File: src/sv/ase_pkg.sv
package ase_pkg;

  localparam logic [7:0] ESC_BYTE   = 8'd27;
  localparam logic [7:0] CLOSE_BYTE = 8'd109;
  localparam logic [7:0] TICK_BYTE  = 8'd96;
  localparam logic [7:0] LF_BYTE    = 8'd10;
  localparam logic [7:0] CR_BYTE    = 8'd13;
  localparam logic [7:0] SPACE_BYTE = 8'd32;
  localparam logic [7:0] ZERO_CHAR  = 8'd48;
  localparam logic [7:0] NINE_CHAR  = 8'd57;

  localparam logic [2:0] TAG_BEATS   = 3'd5;
  localparam logic [2:0] PLAIN_BEATS = 3'd1;

  // result of one input byte: nothing, one plain byte or a five-beat tag
  typedef struct packed {
    logic        emit;
    logic        tag;
    logic [7:0]  data;
    logic [23:0] body;   // tag characters, first one in the low byte
  } ase_result_t;

  typedef struct packed {
    logic        hit;
    logic [23:0] body;
  } ase_tag_t;

  function automatic logic [3:0] digit_value(input logic [7:0] b);
    logic [7:0] d;
    d = b - ZERO_CHAR;
    if (b >= ZERO_CHAR && b <= NINE_CHAR) begin
      return d[3:0];
    end
    return 4'd0;
  endfunction

  function automatic logic [23:0] chars3(input logic [7:0] c0, input logic [7:0] c1,
                                         input logic [7:0] c2);
    return {c2, c1, c0};
  endfunction

  // colour tag body for a code; no hit when second digit is 1 and code is not 31
  function automatic ase_tag_t colour_tag(input logic [3:0] first, input logic [3:0] second);
    ase_tag_t t;
    t.hit  = 1'b1;
    t.body = chars3("7", "7", "7");
    if (first == 4'd3 && second >= 4'd1 && second <= 4'd6) begin
      case (second)
        4'd1:    t.body = chars3("6", "0", "0");
        4'd2:    t.body = chars3("0", "6", "0");
        4'd3:    t.body = chars3("6", "6", "0");
        4'd4:    t.body = chars3("0", "0", "6");
        4'd5:    t.body = chars3("6", "0", "6");
        default: t.body = chars3("0", "5", "6");
      endcase
    end else if (second == 4'd1) begin
      t.hit = 1'b0;
    end
    return t;
  endfunction

endpackage

File: src/sv/ase_decode.sv
module ase_decode (
  input  logic                 clk,
  input  logic                 rst,
  input  logic                 add_colors,
  input  logic                 advance,
  input  logic [7:0]           item_byte,
  input  logic                 item_eos,
  output ase_pkg::ase_result_t res
);

  logic       in_escape, in_escape_next;
  logic [1:0] escape_offset, escape_offset_next;
  logic [3:0] first_digit, first_digit_next;
  logic [3:0] second_digit, second_digit_next;
  ase_pkg::ase_tag_t tag;

  assign tag = ase_pkg::colour_tag(first_digit_next, second_digit_next);

  always_comb begin
    in_escape_next     = in_escape;
    escape_offset_next = escape_offset;
    first_digit_next   = first_digit;
    second_digit_next  = second_digit;
    res.emit = 1'b0;
    res.tag  = 1'b0;
    res.data = item_byte;
    res.body = tag.body;
    if (item_byte == ase_pkg::ESC_BYTE) begin
      in_escape_next     = 1'b1;
      escape_offset_next = 2'd0;
      first_digit_next   = 4'd0;
      second_digit_next  = 4'd0;
    end else if (!in_escape) begin
      res.emit = 1'b1;
      if (item_byte == ase_pkg::LF_BYTE || item_byte == ase_pkg::CR_BYTE) begin
        res.data = ase_pkg::SPACE_BYTE;
      end
    end else begin
      if (escape_offset != 2'd3) begin
        escape_offset_next = escape_offset + 2'd1;
        if (escape_offset == 2'd1) begin
          first_digit_next = ase_pkg::digit_value(item_byte);
        end else if (escape_offset == 2'd2) begin
          second_digit_next = ase_pkg::digit_value(item_byte);
        end
      end
      if (item_byte == ase_pkg::CLOSE_BYTE) begin
        in_escape_next = 1'b0;
        if (add_colors && tag.hit) begin
          res.emit = 1'b1;
          res.tag  = 1'b1;
        end
      end
    end
  end

  always_ff @(posedge clk) begin
    if (rst) begin
      in_escape     <= 1'b0;
      escape_offset <= 2'd0;
      first_digit   <= 4'd0;
      second_digit  <= 4'd0;
    end else if (advance) begin
      if (item_eos) begin
        in_escape     <= 1'b0;
        escape_offset <= 2'd0;
        first_digit   <= 4'd0;
        second_digit  <= 4'd0;
      end else begin
        in_escape     <= in_escape_next;
        escape_offset <= escape_offset_next;
        first_digit   <= first_digit_next;
        second_digit  <= second_digit_next;
      end
    end
  end

  a_offset_clear: assert property (@(posedge clk) disable iff (rst)
    advance && item_byte == ase_pkg::ESC_BYTE |=> escape_offset == 2'd0)
    else $error("offset not cleared by esc");

  a_eos_clear: assert property (@(posedge clk) disable iff (rst)
    advance && item_eos |=> !in_escape && first_digit == 4'd0 && second_digit == 4'd0)
    else $error("state not cleared at end of string");

  a_tag_inside: assert property (@(posedge clk) disable iff (rst)
    res.tag |-> in_escape && add_colors)
    else $error("tag outside escape sequence");

endmodule

File: src/sv/ase_emit.sv
module ase_emit (
  input  logic                 clk,
  input  logic                 rst,
  input  logic                 load,
  input  ase_pkg::ase_result_t res,
  output logic                 free,
  output logic                 m_axis_tvalid,
  input  logic                 m_axis_tready,
  output logic [7:0]           m_axis_tdata,
  output logic                 m_axis_tlast
);

  logic [2:0]  cnt;
  logic        tag;
  logic [7:0]  data;
  logic [23:0] body;

  assign m_axis_tvalid = cnt != 3'd0;
  assign m_axis_tlast  = cnt == 3'd1;
  assign free          = cnt == 3'd0 || (cnt == 3'd1 && m_axis_tready);

  // beats remaining pick the tag character
  always_comb begin
    m_axis_tdata = data;
    if (tag) begin
      case (cnt)
        3'd4:    m_axis_tdata = body[7:0];
        3'd3:    m_axis_tdata = body[15:8];
        3'd2:    m_axis_tdata = body[23:16];
        default: m_axis_tdata = ase_pkg::TICK_BYTE;
      endcase
    end
  end

  always_ff @(posedge clk) begin
    if (rst) begin
      cnt <= 3'd0;
    end else if (load) begin
      cnt <= res.tag ? ase_pkg::TAG_BEATS : ase_pkg::PLAIN_BEATS;
    end else if (m_axis_tvalid && m_axis_tready) begin
      cnt <= cnt - 3'd1;
    end
  end

  always_ff @(posedge clk) begin
    if (load) begin
      tag  <= res.tag;
      data <= res.data;
      body <= res.body;
    end
  end

  a_load_free: assert property (@(posedge clk) disable iff (rst)
    load |-> free)
    else $error("result loaded over a pending beat");

  a_tag_len: assert property (@(posedge clk) disable iff (rst)
    load && res.tag |=> cnt == ase_pkg::TAG_BEATS)
    else $error("tag does not start with five beats");

  a_hold: assert property (@(posedge clk) disable iff (rst)
    m_axis_tvalid && !m_axis_tready |=> $stable(cnt))
    else $error("beat count moved while stalled");

  a_range: assert property (@(posedge clk) disable iff (rst)
    cnt <= ase_pkg::TAG_BEATS && (tag || cnt <= 3'd1 || load))
    else $error("beat count out of range");

endmodule

File: src/sv/ansi_escape_stripper.sv
// channel  | dir | tdata            | tlast
// s_axis   | in  | [7:0] in_byte    | end_of_string
// m_axis   | out | [7:0] out_byte   | run_last
// cfg      | in  | cfg_wdata = add_colors, written when cfg_we is high
//
// one byte accepted per cycle unless the output stalls; a plain byte leaves via both registers
// a colour tag holds the output register for five beats; an emitted byte waits in
// the input register meanwhile, so the input stalls until the tag's last beat is taken
// dropped bytes (inside a sequence) pass the input register without waiting
// rst is synchronous and empties both registers, clears the escape state and add_colors
module ansi_escape_stripper (
  input  logic       clk,
  input  logic       rst,
  input  logic       cfg_we,
  input  logic       cfg_wdata,
  input  logic       s_axis_tvalid,
  output logic       s_axis_tready,
  input  logic [7:0] s_axis_tdata,   // [7:0] in_byte
  input  logic       s_axis_tlast,
  output logic       m_axis_tvalid,
  input  logic       m_axis_tready,
  output logic [7:0] m_axis_tdata,   // [7:0] out_byte
  output logic       m_axis_tlast
);

  logic       add_colors;
  logic       s1_valid;
  logic [7:0] s1_byte;
  logic       s1_eos;
  logic       s1_take;
  logic       emit_free;
  ase_pkg::ase_result_t res;

  assign s1_take       = s1_valid && (!res.emit || emit_free);
  assign s_axis_tready = !s1_valid || s1_take;

  always_ff @(posedge clk) begin
    if (rst) begin
      add_colors <= 1'b0;
    end else if (cfg_we) begin
      add_colors <= cfg_wdata;
    end
  end

  always_ff @(posedge clk) begin
    if (rst) begin
      s1_valid <= 1'b0;
    end else if (s_axis_tvalid && s_axis_tready) begin
      s1_valid <= 1'b1;
    end else if (s1_take) begin
      s1_valid <= 1'b0;
    end
  end

  always_ff @(posedge clk) begin
    if (s_axis_tvalid && s_axis_tready) begin
      s1_byte <= s_axis_tdata;
      s1_eos  <= s_axis_tlast;
    end
  end

  ase_decode u_decode (
    .clk        (clk),
    .rst        (rst),
    .add_colors (add_colors),
    .advance    (s1_take),
    .item_byte  (s1_byte),
    .item_eos   (s1_eos),
    .res        (res)
  );

  ase_emit u_emit (
    .clk           (clk),
    .rst           (rst),
    .load          (s1_take && res.emit),
    .res           (res),
    .free          (emit_free),
    .m_axis_tvalid (m_axis_tvalid),
    .m_axis_tready (m_axis_tready),
    .m_axis_tdata  (m_axis_tdata),
    .m_axis_tlast  (m_axis_tlast)
  );

endmodule
File: config.mk
export PLATFORM = sky130hd
export DESIGN_NAME = ansi_escape_stripper
export DESIGN_NICKNAME = d
export VERILOG_FILES = /design/src/sv/ase_pkg.sv /design/src/sv/ase_decode.sv /design/src/sv/ase_emit.sv /design/src/sv/ansi_escape_stripper.sv
export SDC_FILE = /design/constraint.sdc
export NUM_CORES = 1
export LEC_CHECK = 0
export BUFFER_PORTS_ARGS = -buffer_cell sky130_fd_sc_hd__buf_2
export CAP_MARGIN = 20
export CORE_MARGIN = 2
export CORE_UTILIZATION = 53
export DETAILED_ROUTE_END_ITERATION = 10
export GPL_TIMING_DRIVEN = 0
export PLACE_DENSITY = 0.73
export SYNTH_ARGS = -nofsm -noshare
export SYNTH_HDL_FRONTEND = slang
export SYNTH_SLANG_ARGS = --single-unit
File: constraint.sdc
create_clock -name clk -period 3.6 [get_ports clk]
set_clock_uncertainty 0.15 [all_clocks]
set_input_delay 0.54 -clock clk [delete_from_list [all_inputs] [get_ports clk]]
set_output_delay 0.54 -clock clk [all_outputs]
set_load 0.01 [all_outputs]
---- Yosys cells after proc, flatten, opt, wreduce, memory -nomap -nowiden ----
Cells that the tools add are included.
storage, ports and cells
  register bits after elaboration ......... 58
  input port bits ......................... 15
  output and inout bits ................... 11
  word-level logic and storage cells ...... 107
cells by class
  add/sub/neg operators ................... 3
  magnitude comparators ................... 4
  eq/ne operators ......................... 17
  multiplexer cells ....................... 49
  reductions and logical operators ........ 22
operators with widths
  kind                                                  count
  one-hot mux 19 bit (5 select lines)                   1
  2-to-1 mux 4 bit                                      14
  2-to-1 mux 8 bit                                      3
  one-hot mux 8 bit (3 select lines)                    1
  2-to-1 mux 1 bit                                      20
  == test 8 x 4 -> 1 bit (second input constant)        2
  == test 4 x 2 -> 1 bit (second input constant)        3
  2-to-1 mux 2 bit                                      6
  2-to-1 mux 10 bit                                     1
  logical AND 1 bit                                     9
  2-to-1 mux 3 bit                                      3
  nonzero test 3 bit                                    3
  == test 4 x 3 -> 1 bit (second input constant)        2
  == test 8 x 5 -> 1 bit (second input constant)        1
  == test 8 x 7 -> 1 bit (second input constant)        1
  >= comparator 8 x 6 -> 1 bit (second input constant)  1
  <= comparator 8 x 6 -> 1 bit (second input constant)  1
  == test 3 x 2 -> 1 bit (second input constant)        2
  == test 4 x 1 -> 1 bit (second input constant)        1
  >= comparator 4 x 1 -> 1 bit (second input constant)  1
  <= comparator 4 x 3 -> 1 bit (second input constant)  1
  logical OR 1 bit                                      4
  nonzero test 2 bit                                    2
  subtractor 4 x 1 -> 4 bit (second input constant)     1
  10 further kinds                                      11

---- Longest topological paths before layout ----
Gate-level depths: netlist (run 1).
  depth in word-level cells ............... 29
  gate-level depth with buffers ........... 11
  mapped depth without buffers ............ 10

---- Hierarchy ----
Synthesis (run 1) repeated with hierarchy kept, for this count alone.
second synthesis, totals
  cells, all modules ...................... 286
  area total of the unflattened synthesis .. 3171.8 µm²
by module, submodules not included
  module                times used  cells each  area an instance (µm²)  sequential area each (µm²)
  ase_emit              1           104         1540.2                  1051.0
  ase_decode            1           162         1247.4                  220.2
  ansi_escape_stripper  1           20          384.1                   310.3

---- Worst setup path before layout (run 1) ----
OpenSTA, ideal clock, no wires.
  kind .................................... register to register
  start point ............................. reg u_decode.escape_offset[0]
  end point ............................... reg s1_byte[0] (enable)
  setup time .............................. 378 ps
  data arrival time ....................... 2205 ps
  data required time ...................... 3072 ps
  setup slack ............................. 867 ps
  cell stages (with the launch flop) ...... 10
  buffers on the path ..................... 1
  clock period less this slack ............ 2733 ps
  cells stage by stage .................... dfxtp_1 > inv_1 > ha_1 > and4bb_1 > buf_6 > or3_1 > o311ai_4 > a31o_2 > nand2_1 > a21oi_1
on the way
  longest elaborated chain between the ends .. 20
  elaborated cells between the ends (all ways) .. 30
  those cells by class .................... order compare (2); eq/ne (5); mux (15); reduce/logical (8)
ends and longest elaborated chain
  item                             line                        text
  start: declaration               ase_decode.sv:12            logic [1:0] escape_offset, escape_offset_next;
  start signal: assignment         ase_decode.sv:71            escape_offset <= escape_offset_next;
  == test 2 bit                    ase_decode.sv:43            end else if (escape_offset == 2'd2) begin
  2-to-1 mux 4 bit                 ase_decode.sv:43
  2-to-1 mux 4 bit                 ase_decode.sv:41            if (escape_offset == 2'd1) begin
  2-to-1 mux 4 bit                 ase_decode.sv:39            if (escape_offset != 2'd3) begin
  2-to-1 mux 4 bit                 ase_decode.sv:33            end else if (!in_escape) begin
  2-to-1 mux 4 bit                 ase_decode.sv:28            if (item_byte == ase_pkg::ESC_BYTE) begin
  >= comparator 4 x 1 -> 1 bit     ase_pkg.sv:47               if (first == 4'd3 && second >= 4'd1 && second <= 4'd6) begin
  logical AND 1 bit (2 in series)  ase_pkg.sv:47
  [3 not listed]                   n/a
  2-to-1 mux 2 bit (*)             ase_decode.sv:47            if (item_byte == ase_pkg::CLOSE_BYTE) begin
  2-to-1 mux 1 bit (*)             ase_decode.sv:33
  2-to-1 mux 10 bit (*)            ase_decode.sv:28
  logical NOT 1 bit (*)            ansi_escape_stripper.sv:34  assign s1_take = s1_valid && (!res.emit || emit_free);
  logical OR 1 bit (*)             ansi_escape_stripper.sv:34
  logical AND 1 bit (*)            ansi_escape_stripper.sv:34
  logical OR 1 bit (*)             ansi_escape_stripper.sv:35  assign s_axis_tready = !s1_valid || s1_take;
  logical AND 1 bit (*)            ansi_escape_stripper.sv:56  if (s_axis_tvalid && s_axis_tready) begin
  end signal: assignment           ansi_escape_stripper.sv:57  s1_byte <= s_axis_tdata;
  end: declaration                 ansi_escape_stripper.sv:28  logic [7:0] s1_byte;
Mark *: on every way between the ends. The rest lies on a longest branch, timed or not.
A chain may end at the register's enable or synchronous reset.

---- Worst setup path after layout (run 1) ----
  start point ............................. reg u_emit.cnt[0]
  end point ............................... out s_axis_tready
on the way
  longest elaborated chain between the ends .. 6
  elaborated cells between the ends (all ways) .. 7
  those cells by class .................... eq/ne (1); reduce/logical (6)
ends and longest elaborated chain
  item                      line                        text
  start: declaration        ase_emit.sv:13              logic [2:0] cnt;
  start signal: assignment  ase_emit.sv:39              cnt <= res.tag ? ase_pkg::TAG_BEATS : ase_pkg::PLAIN_BEATS;
  start signal: assignment  ase_emit.sv:41              cnt <= cnt - 3'd1;
  == test 3 x 1 -> 1 bit    ase_emit.sv:20              assign free = cnt == 3'd0 || (cnt == 3'd1 && m_axis_tready);
  logical AND 1 bit         ase_emit.sv:20
  logical OR 1 bit (*)      ase_emit.sv:20
  logical OR 1 bit (*)      ansi_escape_stripper.sv:34
  logical AND 1 bit (*)     ansi_escape_stripper.sv:34
  logical OR 1 bit (*)      ansi_escape_stripper.sv:35
  end: declaration          ansi_escape_stripper.sv:17  output logic s_axis_tready,
Marked as above.

==> results of run 1 <==
## state kept, by name, indices dropped and copies added, names as in the netlist
| register | flops |
|---|---|
| s1_valid | 1 |
| u_emit.cnt | 3 |
| s1_eos | 1 |
| u_emit.tag | 1 |
| add_colors | 1 |
| u_decode.escape_offset | 2 |
| u_decode.first_digit | 4 |
| u_decode.second_digit | 4 |
| s1_byte | 8 |
| u_emit.data | 8 |
| u_emit.body | 6 |
| u_decode.in_escape | 1 |
## through the flow
step	power, mW	area [sq um]	util [%]
after global placement	1.02	2470	60.8
after global routing	1.46	2580	63.6
after CTS	1.39	2580	63.6
after detailed placement	1.03	2470	60.8
final	1.37	2580	63.6
after floorplan	0.912	2280	-
## layer usage
layer / wire length (um) / vias to the layer above / part of all wire (%) / global-route usage, %
met5: 0 / - / 0 / 0
met4: 57 / 0 / 1.3 / 8.93
met2: 2040 / 35 / 48 / 31.3
met1: 1990 / 787 / 46 / 24.7
met3: 205 / 7 / 4.8 / 3.34
li1: - / 888 / - / -
## cells by family (layout without fill, tap and decap cells)
| logic type | count (synthesis) | in the layout | share of synthesized area [%] |
|---|---|---|---|
| compound gates | 49 | 49 | 16.9 |
| buf+inv | 24 | 57 | 4.55 |
| xor+xnor | 1 | 1 | 0.384 |
| flops | 40 | 40 | 45.6 |
| mux | 5 | 5 | 2.36 |
| fa+ha+maj | 8 | 8 | 4.39 |
| simple gates | 94 | 94 | 25.8 |
## critical path: stages (launching register included)
cell                       delay, ns
sky130_fd_sc_hd__dfxtp_1        0.41
sky130_fd_sc_hd__inv_1          0.11
sky130_fd_sc_hd__ha_1           0.28
sky130_fd_sc_hd__nand2b_1       0.12
sky130_fd_sc_hd__a21boi_0       0.45
sky130_fd_sc_hd__nand3_1        0.18
sky130_fd_sc_hd__o31a_1         0.32
sky130_fd_sc_hd__nand2_1        0.10
sky130_fd_sc_hd__nand2_1        0.07
sky130_fd_sc_hd__buf_2          0.16
## cell type report
type                    instances  area (sq um)
fillers                       342          1480
clock inverters                 3          42.5
multi-input cells             157          1140
flip-flops and latches         40          1040
repair buffers                 25           125
plain buffers                  12          58.8
well taps                      50          62.6
inverters                      12          45.0
clock buffers                   5          68.8
## final timing paths
kind,startpoint,endpoint,slack (ns),cells after the start
hold / removal,s_axis_tdata[3],s1_byte[3],0.27,1
setup / recovery,u_emit.cnt[0],s_axis_tready,0.41,9
hold reg to reg,u_decode.first_digit[3],u_decode.first_digit[3],0.33,2
setup reg to reg,u_decode.escape_offset[1],s1_eos,0.57,9
## power by group through the flow
stage | clock [mW] | combinational, mW | sequential (mW)
after floorplan | 0 | 0.326 | 0.586
after global placement | 0 | 0.424 | 0.595
after detailed placement | 0 | 0.430 | 0.597
after CTS | 0.367 | 0.433 | 0.586
after global routing | 0.380 | 0.484 | 0.594
final | 0.356 | 0.430 | 0.586
## Yosys cell counts (2+ instances only)
library cell	n
sky130_fd_sc_hd__a21o_1	2
sky130_fd_sc_hd__a21oi_1	9
sky130_fd_sc_hd__a22oi_1	2
sky130_fd_sc_hd__a31oi_1	3
sky130_fd_sc_hd__and2_1	8
sky130_fd_sc_hd__and3_1	2
sky130_fd_sc_hd__buf_2	2
sky130_fd_sc_hd__clkbuf_1	8
sky130_fd_sc_hd__dfxtp_1	16
sky130_fd_sc_hd__edfxtp_1	24
sky130_fd_sc_hd__ha_1	8
sky130_fd_sc_hd__inv_1	11
sky130_fd_sc_hd__mux2i_1	4
sky130_fd_sc_hd__nand2_1	13
sky130_fd_sc_hd__nand2b_1	5
sky130_fd_sc_hd__nand3_1	6
sky130_fd_sc_hd__nand3_2	2
sky130_fd_sc_hd__nand3b_1	5
sky130_fd_sc_hd__nand4_1	7
sky130_fd_sc_hd__nor2_1	16
sky130_fd_sc_hd__nor2b_1	8
sky130_fd_sc_hd__nor3_1	6
sky130_fd_sc_hd__o21ai_0	7
sky130_fd_sc_hd__o221ai_1	2
sky130_fd_sc_hd__o22ai_1	3
sky130_fd_sc_hd__o31a_1	3
sky130_fd_sc_hd__o31ai_2	2
sky130_fd_sc_hd__o32ai_1	2
==> results_tabular.tex, run 1 <==
\begin{tabular}{lr}
\hline
Metric & Value \\
\hline
\multicolumn{2}{l}{\textbf{Placement}} \\
Placed Instances & 296 \\
Post-DP HPWL & 3.30 mm \\
Final RePlAce weighted congestion & 0.826 \\
Setup WS pre-CTS & 0.533 ns \\
Port Buffer Count & 25 \\
\multicolumn{2}{l}{\textbf{Logic synthesis}} \\
Number of enable flip-flop cells after synthesis & 24 \\
Share of the synthesized area in the top cell type & 31.6\% \\
Cells after Synth & about 220 \\
Top flip-flop cell by instance count after synthesis & sky130\_fd\_sc\_hd\_\_edfxtp\_1 \\
Net count of the mapped netlist & 244 \\
Share of synthesized area occupied by flip-flops and latches & roughly 46\% \\
Mean area per synthesized cell & 10.3 sq um \\
Share of synthesized flip-flops with an asynchronous set or reset & 0\% \\
Total standard cell area after synthesis & 2280 sq um \\
Number of distinct library cells after synthesis & 63 \\
Area contributors post-synth & sky130\_fd\_sc\_hd\_\_edfxtp\_1 32\%, sky130\_fd\_sc\_hd\_\_dfxtp\_1 14\%, sky130\_fd\_sc\_hd\_\_ha\_1 4.4\%, sky130\_fd\_sc\_hd\_\_nor2\_1 2.6\%, sky130\_fd\_sc\_hd\_\_and2\_1 2.2\% \\
Register bit count reported by yosys & 40 \\
Yosys warns & 0 \\
Largest area contributor in the netlist & sky130\_fd\_sc\_hd\_\_edfxtp\_1 \\
\multicolumn{2}{l}{\textbf{Floorplan}} \\
Ports & 26 \\
Die outline area & about 4800 sq um \\
Number of cell rows & 23 \\
Floorplan die height & 69.6 um \\
Starting utilization of the core area & 56.2\% \\
Core footprint & 4060 sq um \\
Floorplan die width & 69.6 um \\
\multicolumn{2}{l}{\textbf{Critical path}} \\
Critical path peak fanout & 6 \\
Critical path arrival & 2.50 ns \\
Data required time of the critical path & 2.91 ns \\
Worst setup SP type & flop \\
Type of the worst setup path & flop to output port \\
Crit end category & output port \\
\multicolumn{2}{l}{\textbf{Global routing}} \\
Via count of the first global-routing pass & 1,625 \\
Antenna violations before repair & 0 \\
Grt ovf & 0 \\
Wire length of the first global-routing pass & around 7.4 mm \\
Maximum number of pins on one net before global-route repair & 17 \\
Global routing usage summed across all routing layers & 19.2\% \\
\multicolumn{2}{l}{\textbf{Routing}} \\
Count of routing violations after the opening detailed-route iteration & 157 \\
Aggregate routed wire length & 4.30 mm \\
Detailed-route wire length per cell & 14.1 um \\
Per-cell via count in the routed design & 5.65 \\
DRC violations left & 0 \\
Antenna-violating nets left & 0 \\
1st-pass router iterations & 4 \\
Via Count & 1,717 \\
\multicolumn{2}{l}{\textbf{Clock network}} \\
Cell chosen for the clock root & sky130\_fd\_sc\_hd\_\_clkbuf\_8 \\
Total setup buffers inserted after CTS & 0 \\
CTS tree & built \\
Count of clock tree sinks & 40 \\
Post-CTS Hold Fix Bufs & 0 \\
Number of CTS-inserted buffers & 5 \\
Clock-pin slew reported for the worst setup and hold paths after clock tree synthesis & roughly 0.07 ns \\
Clock insertion delay at the later pin of the skew report & 0.29 ns \\
CTS H-tree depth & 2 \\
Clock tree buffer depth & 2 \\
Post-CTS Resized & 0 \\
\multicolumn{2}{l}{\textbf{STA}} \\
Worst slew margin relative to its limit & 46.3\% \\
Transition at the pin with the smallest max-transition slack & just over 0.8 ns \\
Final setup violating endpoints & 0 \\
Hold Worst Slack & 0.266 ns \\
Number of pins with negative max-slew slack in the final report & 0 \\
Total negative slack for setup checks & 0 ns \\
Setup repair after global routing missed its margin & no \\
Count of final hold-check violations & 0 \\
Minimum period implied by the final worst setup slack & 3.19 ns \\
Fmax & approximately 310 MHz \\
Setup slack of the critical path after layout & 0.412 ns \\
Final Cycle Share & 88.5\% \\
\multicolumn{2}{l}{\textbf{Cells and area}} \\
Antenna diode count & 0 \\
Most used cells in the layout excluding fill and tap cells & 27 x sky130\_fd\_sc\_hd\_\_buf\_2, 24 x sky130\_fd\_sc\_hd\_\_edfxtp\_1, 16 x sky130\_fd\_sc\_hd\_\_nor2\_1, 16 x sky130\_fd\_sc\_hd\_\_dfxtp\_1, 13 x sky130\_fd\_sc\_hd\_\_nand2\_1 \\
Synthesis-to-layout area growth & 13.1\% \\
Final \#Nets & around 280 \\
Fraction of final layout cells sized beyond drive strength 1 & 21.7\% \\
Most common cell after layout, fill and taps aside & sky130\_fd\_sc\_hd\_\_buf\_2 \\
Non-filler cells, final & 304 \\
\multicolumn{2}{l}{\textbf{Pwr}} \\
Cell leakage power & 0.937 nW \\
Worst supply voltage drop on vdd & about 0.00038 V \\
Sequential cell fraction of total power & a little over two fifths \\
Fraction of power consumed by combinational cells & 31.4\% \\
Switching fraction of total power & 32.2\% \\
Total net switching power & 0.442 mW \\
Clock power share & 26.0\% \\
Internal power consumption & 0.931 mW \\
Power density cells & 532 nW/um\^{}2 \\
\multicolumn{2}{l}{\textbf{Run}} \\
Number of maximum-capacitance constraint violations & 0 \\
\multicolumn{2}{l}{\textbf{Worst hold path}} \\
Worst Hold Class & input pin to flop \\
\multicolumn{2}{l}{\textbf{Status}} \\
Outcome & complete, no violations \\
\hline
\end{tabular}
Note: power is estimated with default switching activity, not from simulation.
==> run 2, diff against run 1 <==
--- a/config.mk
+++ b/config.mk
@@ -8,10 +8,9 @@
 export BUFFER_PORTS_ARGS = -buffer_cell sky130_fd_sc_hd__buf_2
 export CAP_MARGIN = 20
 export CORE_MARGIN = 2
-export CORE_UTILIZATION = 53
+export CORE_UTILIZATION = 28
 export DETAILED_ROUTE_END_ITERATION = 10
 export GPL_TIMING_DRIVEN = 0
-export PLACE_DENSITY = 0.73
 export SYNTH_ARGS = -nofsm -noshare
 export SYNTH_HDL_FRONTEND = slang
 export SYNTH_SLANG_ARGS = --single-unit
==> run 2 against run 1 <==
  * Clock-buffer cell count unchanged
  * Critical path depth unchanged
  * Worst hold slack improved by 0.00089 ns
  * Critical path type unchanged
==> results_tabular.tex, run 2 (synthesized netlist as in run 1, its figures left out) <==
\begin{tabular}{lr}
\hline
Metric & Value \\
\hline
\multicolumn{2}{l}{\textbf{Clock network}} \\
Number of CTS-inserted buffers & 5 \\
Count of clock tree sinks & 40 \\
Post-CTS Hold Fix Bufs & 0 \\
Clock tree buffer depth & 2 \\
CTS tree & built \\
CTS H-tree depth & 2 \\
Clock insertion delay at the later pin of the skew report & 0.29 ns \\
Clock-pin slew reported for the worst setup and hold paths after clock tree synthesis & approximately 0.080 ns \\
Total setup buffers inserted after CTS & 0 \\
Cell chosen for the clock root & sky130\_fd\_sc\_hd\_\_clkbuf\_8 \\
Post-CTS Resized & 0 \\
\multicolumn{2}{l}{\textbf{Worst hold path}} \\
Worst hold path startpoint & s\_axis\_tlast \\
Worst hold stages & 1 \\
Worst Hold Class & input pin to flop \\
End point of the worst hold path & s1\_eos \\
\multicolumn{2}{l}{\textbf{Run}} \\
Number of maximum-capacitance constraint violations & 0 \\
\multicolumn{2}{l}{\textbf{STA}} \\
Transition at the pin with the smallest max-transition slack & $\sim$0.87 ns \\
Number of pins with negative max-slew slack in the final report & 0 \\
Final Cycle Share & 89.0\% \\
Total negative slack for setup checks & 0 ns \\
Setup repair after global routing missed its margin & no \\
Worst slew margin relative to its limit & around two fifths \\
Final setup violating endpoints & 0 \\
Count of final hold-check violations & 0 \\
Minimum period implied by the final worst setup slack & 3.20 ns \\
Fmax & 312 MHz \\
\multicolumn{2}{l}{\textbf{Critical path}} \\
Critical path arrival & around 2.5 ns \\
Worst reg2reg path startpoint & u\_decode.escape\_offset[1] \\
Type of the worst setup path & flop to output port \\
Data required time of the critical path & about 2.9 ns \\
Crit-path cells & inv\_1 -> ha\_1 -> nand2b\_1 -> a21boi\_0 -> nand3\_1 -> o31a\_1 -> nand2\_1 -> nand2\_1 -> buf\_2 \\
Worst setup SP type & flop \\
Reg2Reg Depth & 9 \\
Reg2Reg Setup Slack & 0.52 ns \\
Critical path peak fanout & 6 \\
Critical path buffer and inverter count & 2 \\
Master of the slowest instance on the critical path & sky130\_fd\_sc\_hd\_\_a21boi\_0 \\
Most numerous cell on the critical path & sky130\_fd\_sc\_hd\_\_nand2\_1 \\
Endpoint of the most critical register-to-register path & s1\_byte[7] \\
Crit end category & output port \\
CP delay by family, top & compound AO/OA/AOI/OAI gates \\
Maximum single-stage delay on the critical path & 0.44 ns \\
\multicolumn{2}{l}{\textbf{Pwr}} \\
Worst supply voltage drop on vdd & between 0.00015 and 0.0002 V \\
Switching fraction of total power & 34.8\% \\
Total net switching power & 0.458 mW \\
Sequential cell fraction of total power & 44.4\% \\
Internal power consumption & 0.860 mW \\
Fraction of power consumed by combinational cells & 33.5\% \\
Power density cells & 503 nW/um\^{}2 \\
Clock power share & 22.0\% \\
Cell leakage power & roughly 0.92 nW \\
\multicolumn{2}{l}{\textbf{Floorplan}} \\
Number of cell rows & 32 \\
Floorplan die width & 94.3 um \\
Die outline area & about 8900 sq um \\
Core footprint & 7810 sq um \\
Ports & 26 \\
Floorplan die height & 94.3 um \\
Starting utilization of the core area & 29.2\% \\
\multicolumn{2}{l}{\textbf{Cells and area}} \\
Non-filler cells, final & 356 \\
Antenna diode count & 0 \\
Fraction of final layout cells sized beyond drive strength 1 & around 22\% \\
Registers with the highest flip-flop counts & s1\_byte: 8 flops, u\_emit.data: 8 flops, u\_emit.body: 6 flops \\
Most used cells in the layout excluding fill and tap cells & 27 x sky130\_fd\_sc\_hd\_\_buf\_2, 24 x sky130\_fd\_sc\_hd\_\_edfxtp\_1, 16 x sky130\_fd\_sc\_hd\_\_nor2\_1, 16 x sky130\_fd\_sc\_hd\_\_dfxtp\_1, 13 x sky130\_fd\_sc\_hd\_\_nand2\_1 \\
Synthesis-to-layout area growth & 14.9\% \\
Most common cell after layout, fill and taps aside & sky130\_fd\_sc\_hd\_\_buf\_2 \\
Final \#Nets & roughly 280 \\
\multicolumn{2}{l}{\textbf{Placement}} \\
Final RePlAce weighted congestion & 0.833 \\
Post-DP HPWL & 3.60 mm \\
Port Buffer Count & 25 \\
Placed Instances & 348 \\
\multicolumn{2}{l}{\textbf{Global routing}} \\
Global routing usage summed across all routing layers & 11.3\% \\
Maximum number of pins on one net before global-route repair & 17 \\
Via count of the first global-routing pass & around 1,700 \\
Antenna violations before repair & 0 \\
Wire length of the first global-routing pass & 8.05 mm \\
Grt ovf & 0 \\
\multicolumn{2}{l}{\textbf{Routing}} \\
1st-pass router iterations & 4 \\
Via Count & 1,750 \\
Aggregate routed wire length & 4.68 mm \\
Count of routing violations after the opening detailed-route iteration & 82 \\
Detailed-route wire length per cell & 13.2 um \\
Antenna-violating nets left & 0 \\
DRC violations left & 0 \\
Per-cell via count in the routed design & 4.92 \\
\multicolumn{2}{l}{\textbf{Status}} \\
Outcome & complete, no violations \\
\hline
\end{tabular}
run 2: cell types whose count changed in the layout (fill, tap and decap cells not counted), sizes merged:
cell / previous run / this run
clkinvlp: 0 / 2
bufinv: 1 / 0
clkinv: 2 / 1
run 2: power groups by stage:
stage	registers [mW]	logic, mW	clock network [mW]
after floorplan	0.586	0.326	0
after global placement	0.596	0.432	0
after detailed placement	0.597	0.445	0
after CTS	0.586	0.447	0.302
after global routing	0.594	0.504	0.322
final	0.586	0.442	0.291
run 2: worst max path at each step:
stage	startpoint	to	slack, ns	depth (start not counted)
floorplan	u_decode.escape_offset[0]	s1_byte[0]	0.87	9
global placement	u_decode.escape_offset[1]	s1_byte[7]	0.52	9
detailed placement	u_decode.escape_offset[1]	s1_byte[7]	0.48	9
CTS	u_emit.cnt[0]	s_axis_tready	0.41	9
global route	u_emit.cnt[0]	s_axis_tready	0.20	9
finish	u_emit.cnt[0]	s_axis_tready	0.40	9
run 2: layout make-up:
| cell class | count | area [sq um] |
|---|---|---|
| buffer | 12 | 58.8 |
| clock buffer | 5 | 68.8 |
| clock inverter | 3 | 18.8 |
| fill | 833 | 5190 |
| inverter | 12 | 45.0 |
| multi-input combinational | 157 | 1140 |
| sequential | 40 | 1040 |
| tap | 102 | 128 |
| timing repair buffer | 25 | 125 |
run 2: worst reg2reg max path: stages (launching register included):
cell and delay (ns):
sky130_fd_sc_hd__dfxtp_1 0.36, sky130_fd_sc_hd__inv_1 0.08, sky130_fd_sc_hd__ha_1 0.21, sky130_fd_sc_hd__and4bb_1 0.27
sky130_fd_sc_hd__buf_6 0.13, sky130_fd_sc_hd__nand4_1 0.11, sky130_fd_sc_hd__a21oi_2 0.35, sky130_fd_sc_hd__a31o_2 0.27
sky130_fd_sc_hd__nand2_1 0.08, sky130_fd_sc_hd__a21oi_1 0.71
run 2: routing by layer:
layer / vias to the layer above / track usage (%) / part of all wire [%]
met5: - / 0 / 0
met4: 0 / 3.38 / 1.6
met3: 7 / 2.81 / 5.9
met2: 48 / 17.5 / 45
met1: 812 / 15.5 / 47
li1: 883 / - / -
run 2: per-stage QoR:
stage | cell area, sq um | setup slack [ns] | util (%) | total power [mW] | hold WS (ns)
final | 2620 | 0.397 | 33.6 | 1.32 | 0.267
after global routing | 2620 | 0.200 | 33.6 | 1.42 | 0.257
after CTS | 2620 | 0.406 | 33.6 | 1.34 | 0.261
after detailed placement | 2530 | 0.483 | 32.5 | 1.04 | 0.327
after global placement | 2530 | 0.521 | 32.5 | 1.03 | 0.320
after floorplan | 2280 | 0.867 | - | 0.912 | 0.306
